[src/hw/rtl/rtrd_pkg.sv]
// shared types, constants and the arctangent table of the target record decoder
package rtrd_pkg;

    typedef enum logic [1:0] {
        ST_IDLE,
        ST_SQUARE,
        ST_ITER,
        ST_DONE
    } ctrl_state_t;

    localparam logic [1:0]  KIND_IGNORED   = 2'd0;
    localparam logic [1:0]  KIND_TARGET    = 2'd1;
    localparam logic [1:0]  KIND_FRAME_END = 2'd2;

    localparam logic [11:0] PKT_LEN        = 12'd14;
    localparam logic [15:0] TRAILER_OK     = 16'h5555;
    localparam logic [7:0]  MSG_GROUP      = 8'h06;
    localparam logic [7:0]  MSG_TARGET     = 8'h0b;
    localparam logic [7:0]  MSG_FRAME_END  = 8'h0a;

    localparam int SQ_W        = 26;
    localparam int SQRT_STEPS  = 13;
    localparam int CORDIC_W    = 25;
    localparam int ANGLE_W     = 18;
    localparam int TAB_LEN     = 24;
    localparam int ITER_W      = 5;

    localparam logic signed [ANGLE_W-1:0] QUARTER_TURN = 18'sd16384;

    typedef struct packed {
        logic              load;
        logic              sq_en;
        logic [1:0]        sq_sel;
        logic              iter_en;
        logic [ITER_W-1:0] iter_idx;
        logic              publish;
    } dp_cmd_t;

    typedef struct packed {
        logic is_target;
    } dp_status_t;

    // atan(2^-i) in binary angle units, 32768 = pi
    function automatic logic [13:0] atan_entry(input logic [ITER_W-1:0] idx);
        logic [13:0] val;
        unique case (idx)
            5'd0:    val = 14'd8192;
            5'd1:    val = 14'd4836;
            5'd2:    val = 14'd2555;
            5'd3:    val = 14'd1297;
            5'd4:    val = 14'd651;
            5'd5:    val = 14'd326;
            5'd6:    val = 14'd163;
            5'd7:    val = 14'd81;
            5'd8:    val = 14'd41;
            5'd9:    val = 14'd20;
            5'd10:   val = 14'd10;
            5'd11:   val = 14'd5;
            5'd12:   val = 14'd3;
            5'd13:   val = 14'd1;
            5'd14:   val = 14'd1;
            default: val = 14'd0;
        endcase
        return val;
    endfunction

endpackage

[src/hw/rtl/rtrd_ctrl.sv]
// sequencer of the target record decoder: handshakes, step counters, datapath commands
module rtrd_ctrl
    import rtrd_pkg::*;
#(
    parameter int CORDIC_STEPS = 16
)
(
    input  logic       clk,
    input  logic       rst_n,
    input  logic       in_valid,
    output logic       in_stall,
    output logic       out_valid,
    input  logic       out_stall,
    input  dp_status_t status,
    output dp_cmd_t    cmd
);

    localparam int NSTEPS = (CORDIC_STEPS > TAB_LEN) ? TAB_LEN : CORDIC_STEPS;
    localparam int NITER  = (NSTEPS > SQRT_STEPS) ? NSTEPS : SQRT_STEPS;
    localparam logic [ITER_W-1:0] ITER_LAST = ITER_W'(NITER - 1);

    ctrl_state_t       state_reg, state_next;
    logic [1:0]        sq_cnt_reg, sq_cnt_next;
    logic [ITER_W-1:0] it_cnt_reg, it_cnt_next;
    logic              out_valid_reg, out_valid_next;
    logic              slot_free;

    assign slot_free = !out_valid_reg || !out_stall;
    assign out_valid = out_valid_reg;

    always_ff @(posedge clk or negedge rst_n)
    begin
        if (!rst_n)
        begin
            state_reg     <= ST_IDLE;
            sq_cnt_reg    <= '0;
            it_cnt_reg    <= '0;
            out_valid_reg <= 1'b0;
        end
        else
        begin
            state_reg     <= state_next;
            sq_cnt_reg    <= sq_cnt_next;
            it_cnt_reg    <= it_cnt_next;
            out_valid_reg <= out_valid_next;
        end
    end

    // next state and counters
    always_comb
    begin
        state_next  = state_reg;
        sq_cnt_next = sq_cnt_reg;
        it_cnt_next = it_cnt_reg;
        unique case (state_reg)
            ST_IDLE:
            begin
                sq_cnt_next = '0;
                it_cnt_next = '0;
                if (in_valid)
                begin
                    state_next = status.is_target ? ST_SQUARE : ST_DONE;
                end
            end
            ST_SQUARE:
            begin
                sq_cnt_next = sq_cnt_reg + 2'd1;
                if (sq_cnt_reg == 2'd3)
                begin
                    state_next = ST_ITER;
                end
            end
            ST_ITER:
            begin
                it_cnt_next = it_cnt_reg + 1'b1;
                if (it_cnt_reg == ITER_LAST)
                begin
                    state_next = ST_DONE;
                end
            end
            ST_DONE:
            begin
                if (slot_free)
                begin
                    state_next = ST_IDLE;
                end
            end
            default:
            begin
                state_next = ST_IDLE;
            end
        endcase
    end

    // outputs
    always_comb
    begin
        cmd          = '0;
        in_stall     = 1'b1;
        cmd.sq_sel   = sq_cnt_reg;
        cmd.iter_idx = it_cnt_reg;
        unique case (state_reg)
            ST_IDLE:
            begin
                in_stall = 1'b0;
                cmd.load = in_valid;
            end
            ST_SQUARE:
            begin
                cmd.sq_en = 1'b1;
            end
            ST_ITER:
            begin
                cmd.iter_en = 1'b1;
            end
            ST_DONE:
            begin
                cmd.publish = slot_free;
            end
            default:
            begin
                in_stall = 1'b1;
            end
        endcase
    end

    always_comb
    begin
        if (cmd.publish)
        begin
            out_valid_next = 1'b1;
        end
        else
        begin
            out_valid_next = out_valid_reg && out_stall;
        end
    end

    a_busy_after_accept: assert property (@(posedge clk) disable iff (!rst_n)
        in_valid && !in_stall |=> in_stall)
        else $error("input taken while an item is in work");

    a_no_overwrite: assert property (@(posedge clk) disable iff (!rst_n)
        cmd.publish |-> (!out_valid_reg || !out_stall))
        else $error("result overwrote a stalled transfer");

    a_iter_bound: assert property (@(posedge clk) disable iff (!rst_n)
        state_reg == ST_ITER |-> it_cnt_reg <= ITER_LAST)
        else $error("iteration count out of range");

endmodule

[src/hw/rtl/rtrd_datapath.sv]
// field decode, squares, two integer square roots, cordic atan2, target counter, result register
module rtrd_datapath
    import rtrd_pkg::*;
#(
    parameter int COUNT_MAX    = 255,
    parameter int CORDIC_STEPS = 16
)
(
    input  logic               clk,
    input  logic               rst_n,
    input  dp_cmd_t            cmd,
    output dp_status_t         status,
    input  logic [11:0]        packet_length,
    input  logic [7:0]         msg_low,
    input  logic [7:0]         msg_high,
    input  logic [7:0]         target_id,
    input  logic [47:0]        payload,
    input  logic [15:0]        trailer,
    output logic [1:0]         kind,
    output logic [7:0]         object_index,
    output logic signed [13:0] pos_forward,
    output logic signed [10:0] pos_left,
    output logic signed [9:0]  vel_forward,
    output logic signed [9:0]  vel_left,
    output logic [12:0]        range_dist,
    output logic [9:0]         speed,
    output logic signed [15:0] azimuth,
    output logic [7:0]         frame_targets
);

    localparam int NSTEPS = (CORDIC_STEPS > TAB_LEN) ? TAB_LEN : CORDIC_STEPS;
    localparam logic [ITER_W-1:0] CORDIC_END = ITER_W'(NSTEPS);
    localparam logic [ITER_W-1:0] SQRT_END   = ITER_W'(SQRT_STEPS);
    localparam logic [7:0] LIMIT = (COUNT_MAX > 255) ? 8'd255 : 8'(COUNT_MAX);
    localparam logic [SQ_W-1:0] SQRT_BIT0 = SQ_W'(1) << (2 * (SQRT_STEPS - 1));

    // decode
    logic              frame_ok, is_target, is_frame_end;
    logic signed [13:0] pf_in;
    logic signed [11:0] pl_wide;
    logic signed [10:0] pl_in;
    logic signed [10:0] vf_wide;
    logic signed [9:0]  vf_in, vl_in;

    assign frame_ok     = (packet_length == PKT_LEN) && (trailer == TRAILER_OK)
                          && (msg_high == MSG_GROUP);
    assign is_target    = frame_ok && (msg_low == MSG_TARGET);
    assign is_frame_end = frame_ok && (msg_low == MSG_FRAME_END);
    assign status.is_target = is_target;

    assign pf_in   = $signed({1'b0, payload[47:35]}) - 14'sd5000;
    assign pl_wide = 12'sd1023 - $signed({1'b0, payload[34:24]});
    assign pl_in   = pl_wide[10:0];
    assign vf_wide = $signed({1'b0, payload[23:14]}) - 11'sd512;
    assign vf_in   = vf_wide[9:0];
    assign vl_in   = 10'sd256 - $signed({1'b0, payload[13:5]});

    // cordic start vector with quadrant fold
    logic signed [CORDIC_W-1:0] x_scaled, y_scaled, x_start, y_start;
    logic signed [ANGLE_W-1:0]  z_start;

    assign x_scaled = {{(CORDIC_W-22){pf_in[13]}}, pf_in, 8'b0};
    assign y_scaled = {{(CORDIC_W-19){pl_in[10]}}, pl_in, 8'b0};

    always_comb
    begin
        x_start = x_scaled;
        y_start = y_scaled;
        z_start = '0;
        if (x_scaled < 0)
        begin
            if (y_scaled >= 0)
            begin
                x_start = y_scaled;
                y_start = -x_scaled;
                z_start = QUARTER_TURN;
            end
            else
            begin
                x_start = -y_scaled;
                y_start = x_scaled;
                z_start = -QUARTER_TURN;
            end
        end
    end

    // working registers
    logic [1:0]         kind_reg;
    logic [7:0]         index_reg, frame_reg, count_reg;
    logic signed [13:0] pf_reg;
    logic signed [10:0] pl_reg;
    logic signed [9:0]  vf_reg, vl_reg;
    logic               zero_vec_reg;
    logic [SQ_W-1:0]    sq_r_reg, sq_s_reg, res_r_reg, res_s_reg, bit_reg;
    logic signed [CORDIC_W-1:0] x_reg, y_reg;
    logic signed [ANGLE_W-1:0]  z_reg;

    always_ff @(posedge clk or negedge rst_n)
    begin
        if (!rst_n)
        begin
            count_reg <= '0;
        end
        else if (cmd.load)
        begin
            if (is_frame_end)
            begin
                count_reg <= '0;
            end
            else if (is_target && (count_reg < LIMIT))
            begin
                count_reg <= count_reg + 8'd1;
            end
        end
    end

    // one square per cycle through a shared multiplier
    logic signed [13:0] mul_op;
    logic signed [27:0] mul_prod;
    logic [SQ_W-1:0]    prod_cut;

    always_comb
    begin
        unique case (cmd.sq_sel)
            2'd0:    mul_op = pf_reg;
            2'd1:    mul_op = 14'(pl_reg);
            2'd2:    mul_op = 14'(vf_reg);
            default: mul_op = 14'(vl_reg);
        endcase
    end

    assign mul_prod = mul_op * mul_op;
    assign prod_cut = mul_prod[SQ_W-1:0];

    // square root steps, remainder kept in the square accumulators
    logic [SQ_W-1:0] trial_r, trial_s;
    logic            sqrt_en, cordic_en;
    logic signed [CORDIC_W-1:0] dx, dy;
    logic signed [ANGLE_W-1:0]  dz;

    assign trial_r   = res_r_reg + bit_reg;
    assign trial_s   = res_s_reg + bit_reg;
    assign sqrt_en   = cmd.iter_en && (cmd.iter_idx < SQRT_END);
    assign cordic_en = cmd.iter_en && (cmd.iter_idx < CORDIC_END) && !zero_vec_reg;
    assign dx        = y_reg >>> cmd.iter_idx;
    assign dy        = x_reg >>> cmd.iter_idx;
    assign dz        = ANGLE_W'($signed({1'b0, atan_entry(cmd.iter_idx)}));

    always_ff @(posedge clk)
    begin
        if (cmd.load)
        begin
            kind_reg     <= is_target ? KIND_TARGET
                          : (is_frame_end ? KIND_FRAME_END : KIND_IGNORED);
            index_reg    <= is_target ? target_id : 8'd0;
            frame_reg    <= is_frame_end ? count_reg : 8'd0;
            pf_reg       <= is_target ? pf_in : 14'sd0;
            pl_reg       <= is_target ? pl_in : 11'sd0;
            vf_reg       <= is_target ? vf_in : 10'sd0;
            vl_reg       <= is_target ? vl_in : 10'sd0;
            zero_vec_reg <= (pf_in == 14'sd0) && (pl_in == 11'sd0);
            x_reg        <= x_start;
            y_reg        <= y_start;
            z_reg        <= is_target ? z_start : '0;
            res_r_reg    <= '0;
            res_s_reg    <= '0;
            sq_r_reg     <= '0;
            sq_s_reg     <= '0;
            bit_reg      <= SQRT_BIT0;
        end
        if (cmd.sq_en)
        begin
            unique case (cmd.sq_sel)
                2'd0:    sq_r_reg <= prod_cut;
                2'd1:    sq_r_reg <= sq_r_reg + prod_cut;
                2'd2:    sq_s_reg <= prod_cut;
                default: sq_s_reg <= sq_s_reg + prod_cut;
            endcase
        end
        if (sqrt_en)
        begin
            bit_reg <= bit_reg >> 2;
            if (sq_r_reg >= trial_r)
            begin
                sq_r_reg  <= sq_r_reg - trial_r;
                res_r_reg <= (res_r_reg >> 1) + bit_reg;
            end
            else
            begin
                res_r_reg <= res_r_reg >> 1;
            end
            if (sq_s_reg >= trial_s)
            begin
                sq_s_reg  <= sq_s_reg - trial_s;
                res_s_reg <= (res_s_reg >> 1) + bit_reg;
            end
            else
            begin
                res_s_reg <= res_s_reg >> 1;
            end
        end
        if (cordic_en)
        begin
            if (y_reg >= 0)
            begin
                x_reg <= x_reg + dx;
                y_reg <= y_reg - dy;
                z_reg <= z_reg + dz;
            end
            else
            begin
                x_reg <= x_reg - dx;
                y_reg <= y_reg + dy;
                z_reg <= z_reg - dz;
            end
        end
    end

    // result register, loaded on the transfer into the output slot
    always_ff @(posedge clk)
    begin
        if (cmd.publish)
        begin
            kind          <= kind_reg;
            object_index  <= index_reg;
            pos_forward   <= pf_reg;
            pos_left      <= pl_reg;
            vel_forward   <= vf_reg;
            vel_left      <= vl_reg;
            range_dist    <= res_r_reg[12:0];
            speed         <= res_s_reg[9:0];
            azimuth       <= z_reg[15:0];
            frame_targets <= frame_reg;
        end
    end

endmodule

[src/hw/rtl/radar_target_record_decoder_core.sv]
// top level of the radar target record decoder
// usage:
//   input channel (in_valid / in_stall) takes one 14-byte packet summary per transfer;
//   output channel (out_valid / out_stall) gives one result per packet, in order.
//   packets with wrong length, trailer or message id give kind 0 with zero fields.
//   a target record gives positions, velocities, floored range and speed and an
//   atan2 azimuth; a frame end gives the target count and clears it.
// sequence:
//   target record: accept, 4 square steps (one shared multiplier), then
//   max(13, CORDIC_STEPS capped at 24) root/cordic steps, then the output
//   transfer; other packets go from the accept straight to the output transfer.
//   the block works on one packet at a time; the next packet is taken as soon
//   as the result has moved into the output register.
// stall: a stalled result holds in the output register; the finished next
//   result waits in the datapath until the output slot frees.
// reset: clears the sequencer, the output valid and the target count.
module radar_target_record_decoder_core
    import rtrd_pkg::*;
#(
    parameter int COUNT_MAX    = 255,
    parameter int CORDIC_STEPS = 16
)
(
    input  logic               clk,
    input  logic               rst_n,
    input  logic               in_valid,
    output logic               in_stall,
    input  logic [11:0]        packet_length,
    input  logic [7:0]         msg_low,
    input  logic [7:0]         msg_high,
    input  logic [7:0]         target_id,
    input  logic [47:0]        payload,
    input  logic [15:0]        trailer,
    output logic               out_valid,
    input  logic               out_stall,
    output logic [1:0]         kind,
    output logic [7:0]         object_index,
    output logic signed [13:0] pos_forward,
    output logic signed [10:0] pos_left,
    output logic signed [9:0]  vel_forward,
    output logic signed [9:0]  vel_left,
    output logic [12:0]        range_dist,
    output logic [9:0]         speed,
    output logic signed [15:0] azimuth,
    output logic [7:0]         frame_targets
);

    dp_cmd_t    cmd;
    dp_status_t status;

    rtrd_ctrl #(
        .CORDIC_STEPS(CORDIC_STEPS)
    ) u_ctrl (
        .clk       (clk),
        .rst_n     (rst_n),
        .in_valid  (in_valid),
        .in_stall  (in_stall),
        .out_valid (out_valid),
        .out_stall (out_stall),
        .status    (status),
        .cmd       (cmd)
    );

    rtrd_datapath #(
        .COUNT_MAX   (COUNT_MAX),
        .CORDIC_STEPS(CORDIC_STEPS)
    ) u_datapath (
        .clk           (clk),
        .rst_n         (rst_n),
        .cmd           (cmd),
        .status        (status),
        .packet_length (packet_length),
        .msg_low       (msg_low),
        .msg_high      (msg_high),
        .target_id     (target_id),
        .payload       (payload),
        .trailer       (trailer),
        .kind          (kind),
        .object_index  (object_index),
        .pos_forward   (pos_forward),
        .pos_left      (pos_left),
        .vel_forward   (vel_forward),
        .vel_left      (vel_left),
        .range_dist    (range_dist),
        .speed         (speed),
        .azimuth       (azimuth),
        .frame_targets (frame_targets)
    );

endmodule
[config.mk]
export PLATFORM = sky130hd
export DESIGN_NAME = radar_target_record_decoder_core
export DESIGN_NICKNAME = d
export VERILOG_FILES = /design/src/hw/rtl/rtrd_pkg.sv /design/src/hw/rtl/rtrd_ctrl.sv /design/src/hw/rtl/rtrd_datapath.sv /design/src/hw/rtl/radar_target_record_decoder_core.sv
export SDC_FILE = /design/constraint.sdc
export NUM_CORES = 2
export LEC_CHECK = 0
export BUFFER_PORTS_ARGS = -buffer_cell sky130_fd_sc_hd__buf_2
export CAP_MARGIN = 20
export CELL_PAD_IN_SITES_DETAIL_PLACEMENT = 0
export CELL_PAD_IN_SITES_GLOBAL_PLACEMENT = 1
export CORE_MARGIN = 5
export CORE_UTILIZATION = 45
export DETAILED_ROUTE_END_ITERATION = 16
export PLACE_DENSITY_LB_ADDON = 0.12
export SLEW_MARGIN = 10
export SYNTH_ARGS = -nofsm -noshare
export SYNTH_HDL_FRONTEND = slang
export SYNTH_SLANG_ARGS = --single-unit
[constraint.sdc]
create_clock -name clk -period 9.67 [get_ports clk]
set_clock_uncertainty 0.05 [all_clocks]
set_input_delay 0.4835 -clock clk [delete_from_list [all_inputs] [get_ports clk]]
set_output_delay 0.4835 -clock clk [all_outputs]
set_load 0.1 [all_outputs]
# After elaboration in Yosys (flattened, before gate mapping)

Memories as Yosys holds them, arrays and structs flattened.
Cells that the tools add are included.

Add/subtract/negate cells: 23
$mul: 1
$lt $le $gt $ge: 8
Equal/unequal tests: 16
Shifts and indexed selects: 2
Muxes and demuxes: 52
Reduce and logical (&&, ||, !) cells: 26

Operators with widths:

| operator               | count |
|---|---|
| $mux W26               | 13 |
| $mux W25               | 10 |
| $mux W18               | 6 |
| $pmux W26 S2           | 2 |
| $add A25 B25 Y26       | 2 |
| $add A26 B25 Y26       | 2 |
| $add A26 B26 Y26       | 2 |
| $ge A26 B26 Y1         | 2 |
| $sub A26 B26 Y26       | 2 |
| $add A25 B25 Y25       | 2 |
| $sshr A25 B5 Y25       | 2 |
| $sub A25 B25 Y25       | 2 |
| $mux W23               | 2 |
| $pmux W14 S3           | 1 |
| $mul A14 B14 Y26       | 1 |
| $ge A25 B1 Y1 const B  | 1 |
| $neg A19 Y25           | 1 |
| $neg A22 Y25           | 1 |
| $lt A22 B1 Y1 const B  | 1 |
| $ge A19 B1 Y1 const B  | 1 |
| $add A18 B15 Y18       | 1 |
| $sub A18 B15 Y18       | 1 |
| $eq A16 B15 Y1 const B | 1 |
| $eq A8 B4 Y1 const B   | 2 |
| other kinds (34)       | 67 |

Flip-flop bits (word level): 369
Memory bits (read-only): 224
Output and inout port bits: 104
Memories kept: 1

Memory list:

| name             | words | width | read ports | clocked after Yosys merged registers in | wr ports | RTL line       | RTL |
|---|---|---|---|---|---|---|---|
| (name not given) | 16    | 14    | 1          | 0                                       | 0        | rtrd_pkg.sv:46 | `unique case (idx)` |

# Logic depth before layout (Yosys ltp)

Depth in word-level cells: 8
Gate-level depth with buffers: 43

# By module

A second synthesis with hierarchy kept.

Cells, all modules: 3925
Area total of the unflattened synthesis: 36809.1 µm²

By module, submodules not included:

| module        | instances | cells each | area an instance (µm²) | sequential area each (µm²) |
|---|---|---|---|---|
| rtrd_datapath | 1         | 3875       | 36249.8                | 10149.7 |
| rtrd_ctrl     | 1         | 50         | 559.3                  | 250.2 |

# Worst setup path before layout

No wires, ideal clock.

Kind: register to register
Start point: register u_ctrl.sq_cnt_reg[0]
End point: register u_datapath.sq_s_reg[24]
Library setup time: 0.134 ns
Arrival time: 9.164 ns
Required time: 9.486 ns
Setup slack: 0.322 ns
Cell stages (with the launch flop): 37
Buffers on the path: 2
Clock period less this slack: 9.348 ns
Cell sequence: dfrtp_1 -> ha_1 -> clkbuf_1 -> clkbuf_1 -> mux2i_1 -> inv_1 -> nand2_1 -> fa_1 -> fa_1 -> inv_1 -> fa_1 -> inv_1 -> fa_1 -> inv_1 -> fa_1 -> inv_1 -> fa_1 -> inv_1 -> ha_1 -> a2111o_1 -> o21ai_0 -> o21ai_0 -> a21oi_1 -> nand2b_1 -> nand2b_1 -> xor2_1 -> ha_1 -> a211oi_1 -> a21oi_1 -> a31oi_1 -> o2111ai_1 -> a21o_1 -> a21oi_1 -> nor3_1 -> a311o_1 -> a221oi_1 -> a22oi_1

Cells in the longest elaborated chain, start to end: 8
Elaborated cells on any way between the ends: 11
Classes of those cells: 1 x add/sub; 1 x mul; 2 x eq/ne; 5 x mux; 2 x reduce/logical

RTL lines:

| what                                 | RTL line                                   | RTL |
|---|---|---|
| start, declared                      | rtrd_ctrl.sv:23                            | `logic [1:0] sq_cnt_reg, sq_cnt_next;` |
| start signal, assigned               | rtrd_ctrl.sv:43                            | `sq_cnt_reg <= sq_cnt_next;` |
| $eq A2 B2 Y1 (tied with other cells) | rtrd_datapath.sv:124, rtrd_datapath.sv:173 |  |
| $pmux W14 S3                         | rtrd_datapath.sv:124                       | `unique case (cmd.sq_sel)` |
| $mul A14 B14 Y26                     | rtrd_datapath.sv:132                       | `assign mul_prod = mul_op * mul_op;` |
| $add A26 B26 Y26                     | rtrd_datapath.sv:177                       | `default: sq_s_reg <= sq_s_reg + prod_cut;` |
| $pmux W26 S2 (*)                     | rtrd_datapath.sv:173                       | `unique case (cmd.sq_sel)` |
| $mux W26 (*)                         | rtrd_datapath.sv:171                       | `if (cmd.sq_en)` |
| $mux W26                             | rtrd_datapath.sv:192                       | `if (sq_s_reg >= trial_s)` |
| $mux W26 (*)                         | rtrd_datapath.sv:180                       | `if (sqrt_en)` |
| end signal, assigned                 | rtrd_datapath.sv:176                       | `2'd2: sq_s_reg <= prod_cut;` |
| end signal, assigned                 | rtrd_datapath.sv:177                       |  |
| end signal, assigned                 | rtrd_datapath.sv:194                       | `sq_s_reg <= sq_s_reg - trial_s;` |
| end, declared                        | rtrd_datapath.sv:94                        | `logic [SQ_W-1:0] sq_r_reg, sq_s_reg, res_r_reg, res_s_reg, bit_reg;` |

Mark *: on every way between the ends. The rest lies on a longest branch, timed or not.
A chain may end at the register's enable or synchronous reset.

# Worst setup path in the final report

Start point: register u_ctrl.sq_cnt_reg[0]
End point: register u_datapath.sq_r_reg[25]

Cells in the longest elaborated chain, start to end: 8
Elaborated cells on any way between the ends: 10
Classes of those cells: 1 x add/sub; 1 x mul; 2 x eq/ne; 5 x mux; 1 x reduce/logical

RTL lines:

| what                                 | RTL line             | RTL |
|---|---|---|
| $eq A2 B2 Y1 (tied with other cells) | rtrd_datapath.sv:124 |  |
| $pmux W14 S3                         | rtrd_datapath.sv:124 |  |
| $mul A14 B14 Y26                     | rtrd_datapath.sv:132 |  |
| $add A26 B26 Y26                     | rtrd_datapath.sv:175 | `2'd1: sq_r_reg <= sq_r_reg + prod_cut;` |
| $pmux W26 S2 (*)                     | rtrd_datapath.sv:173 |  |
| $mux W26 (*)                         | rtrd_datapath.sv:171 |  |
| $mux W26                             | rtrd_datapath.sv:183 | `if (sq_r_reg >= trial_r)` |
| $mux W26 (*)                         | rtrd_datapath.sv:180 |  |
| end signal, assigned                 | rtrd_datapath.sv:174 | `2'd0: sq_r_reg <= prod_cut;` |
| end signal, assigned                 | rtrd_datapath.sv:175 |  |
| end signal, assigned                 | rtrd_datapath.sv:185 | `sq_r_reg <= sq_r_reg - trial_r;` |
| end, declared                        | rtrd_datapath.sv:94  |  |

Marks and branches as above.

==> key figures <==
Setup path
  • Crit start category: register
  • Slowest-stage cell, CP: fa_1
  • Crit Path Class: register to register
  • Worst Path Max Fanout: 8
  • CP Buf/Inv Count: 9
  • Setup crit end kind: register
  • Req. time, crit path: 10.07 ns
  • CP max stage delay: approximately 0.54 ns
  • Reg2Reg Depth: 36
  • Crit path depth: 36
  • Delay-heaviest family, CP: adder cells
  • CP arrival: between 9 and 10 ns

Clock network
  • Num CTS Buffers: 47
  • CTS H-tree lvls: 2
  • Clock tree buffer depth: 3
  • CTS tree: done
  • Clock Sinks: 367
  • Clk root buf: clkbuf_16
  • Clock latency on the worst-skew pair: 0.59 ns
  • Setup Fix Bufs, Post-CTS: 0
  • Clock transition at path regs: 0.06 ns

Yosys
  • Synth cell types: 105
  • Yosys reg bits: about 370
  • Synth warn: 0
  • Post-synthesis simple-gate area fraction: 0.1436
  • EDFF count, synth: 296
  • Synth Area per Inst: 9.227 sq um
  • Ys flop type: edfxtp_1
  • Total nets after synthesis: 4482
  • Post-Synthesis Cells: between 3000 and 4000
  • Synth Area in XOR/XNOR: 0.08663
  • Combinational family with the most area after synthesis: adder cells
  • Compound-Gate Fraction of Synth Area: 0.1856
  • Cell Area, Synth: 35990 sq um
  • Sequential fraction of the synthesis area: 0.2889
  • Asr flop ratio synth: 0.04905
  • Multiplexer area fraction after synthesis: 0.04297
  • Post-synthesis adder-cell area fraction: 0.2013

Timing
  • Worst-Margin Slew: approximately 1.1 ns
  • Fin. max-slew vios: 0
  • Final Setup Violations: 0
  • RSZ-0062 raised after global routing: yes
  • Fin crit share: 0.9491
  • Setup TNS: 0 ns
  • Fin crit period: 9.178 ns
  • Relative slew slack: 0.2473
  • Max frequency: approximately 110 MHz
  • Hold Fails Final Rpt: 0

Route
  • Total number of vias: 29610
  • Routed Antenna Nets: 0
  • DRT Pass-1 Iters: 6
  • Vias/cell: 5.699
  • Residual DRC: 0
  • Initial DRC count: 1931
  • Final wirelength: 105600 um
  • WL/cell: 20.32 um

Flow run
  • Max-cap violations: 0

Global routing
  • Total track usage: 0.2401
  • Initial antenna violation count: 5
  • GR Util met2: 0.4193
  • Pin count of the biggest net entering global routing: 67
  • GRT busiest layer: met2
  • Gr ovfl total: 0
  • Grt met1 use: 0.3182
  • Number of global-route vias before repair: 29290
  • First-pass GRT wire length: ~170000 um
  • Met3 GRT Util: 0.02441

Layout
  • Fraction of layout cells with a size suffix above 1: 0.1243
  • NumNets Final: 4685
  • Design area: 40160 sq um
  • Layout area overhead: 11.57%
  • Layout Cells excl Fill: roughly 5200

Place
  • Post-place instance area: 38440 sq um
  • I/O Buffers: 202
  • Placed cells: roughly 5100
  • Final RePlAce weighted congestion: around 0.90
  • Dpl hpwl: 81830 um

Floorplanning
  • Die footprint: between 80000 and 90000 sq um
  • Starting Density: 0.4549
  • Standard-cell rows: between 100 and 150
  • Core Box Area: 79130 sq um
  • Die height: 292.8 um
  • Die width: about 290 um
  • Ports: 208

Run status
  • Status: complete, no violations

Min path
  • WHS Path Cells: 2
  • Min-Delay Path Class: primary input to register
[cell families after synthesis]
group,Yosys count
and+or+nand+nor,1126
xor gates and xnor gates,356
adders and majority gates,477
AOI/OAI and AO/OA,1003
buffers and inverters,458
muxes,114
DFF,367
[worst reg2reg max path: cells and delay by family, from the launching register on]
kind            cells  cell delay [ns]
compound gates     13             2.84
buf+inv             9             0.94
mux                 1             0.11
fa+ha+maj           9             4.01
xor+xnor            2             0.50
flops               1             0.41
simple gates        2             0.19
[Yosys cell counts, types with 28 or more instances]
master | instances | share of area
a31oi_1 | 59 | 0.010
a211oi_1 | 70 | 0.015
o31ai_1 | 32 | 0.0067
nand3_1 | 49 | 0.0068
edfxtp_1 | 296 | 0.25
a21oi_1 | 255 | 0.035
and2_1 | 38 | 0.0066
nand2_1 | 337 | 0.035
a221oi_1 | 39 | 0.0095
o21bai_1 | 34 | 0.0071
and3_1 | 36 | 0.0063
mux4_2 | 28 | 0.018
fa_1 | 170 | 0.095
o21ai_0 | 177 | 0.025
ha_1 | 307 | 0.11
nand2b_1 | 59 | 0.010
o211ai_1 | 30 | 0.0063
mux2i_1 | 60 | 0.017
nor2_1 | 409 | 0.043
a21o_1 | 69 | 0.014
nor3_1 | 51 | 0.0071
inv_1 | 308 | 0.032
clkbuf_1 | 96 | 0.010
xnor2_1 | 189 | 0.046
nor2b_1 | 36 | 0.0063
o21a_1 | 29 | 0.0060
dfxtp_1 | 53 | 0.029
xor2_1 | 167 | 0.041
[worst paths after layout]
path	from	end	slack, ns
setup reg to reg	u_ctrl.sq_cnt_reg[0]	u_datapath.sq_r_reg[25]	0.49
hold reg to reg	u_datapath.frame_reg[2]	u_datapath.frame_targets[2]	0.37
max in group asynchronous	rst_n	u_ctrl.it_cnt_reg[1]	8.64
setup / recovery	u_ctrl.sq_cnt_reg[0]	u_datapath.sq_r_reg[25]	0.49
min in group asynchronous	rst_n	u_datapath.count_reg[6]	0.41
hold / removal	out_stall	u_ctrl.out_valid	0.11
[layout by cell type (no fill, tap or decap), drive strengths merged, types with 167 or more instances in the layout]
master,n
nor2,412
fa,170
nand2,337
edfxtp,296
buf,297
xor2,167
a21oi,257
o21ai,187
xnor2,189
inv,314
ha,307
[routing by layer]
metal / share of wire / routed length (um)
met1: 0.44 / 46470
met2: 0.49 / 51710
met3: 0.039 / 4170
met4: 0.031 / 3235
met5: 0 / 0
[per-stage QoR]
step / util / setup WS [ns] / hold WS, ns
after CTS: 0.5066 / 0.1111 / 0.08006
after detailed placement: 0.4858 / 0.1164 / 0.3556
after global placement: 0.4858 / 0.2611 / 0.3501
final: 0.5075 / 0.4921 / 0.1094
after floorplan: - / 0.3221 / 0.1379
after global routing: 0.5075 / -0.04811 / 0.09216
[repair_timing]
item / in CTS / in global routing
setup endpoints to repair: 0 / 10
hold buffers: 1 / 0
hold endpoints to repair: 18 / 0
resized for setup: 0 / 19
[layout make-up]
cell class	count	area (sq um)
inverter	314	1179
clock buffer	53	1241
sequential	367	10410
antenna	4	10.01
timing repair buffer	298	1738
tap	1050	1314
fill	7600	38970
clock inverter	34	392.9
multi-input combinational	3076	23870
Power is left out: the tool's default activity adds up to more than one toggle a clock period on the data nets, which glitch-free logic cannot reach.
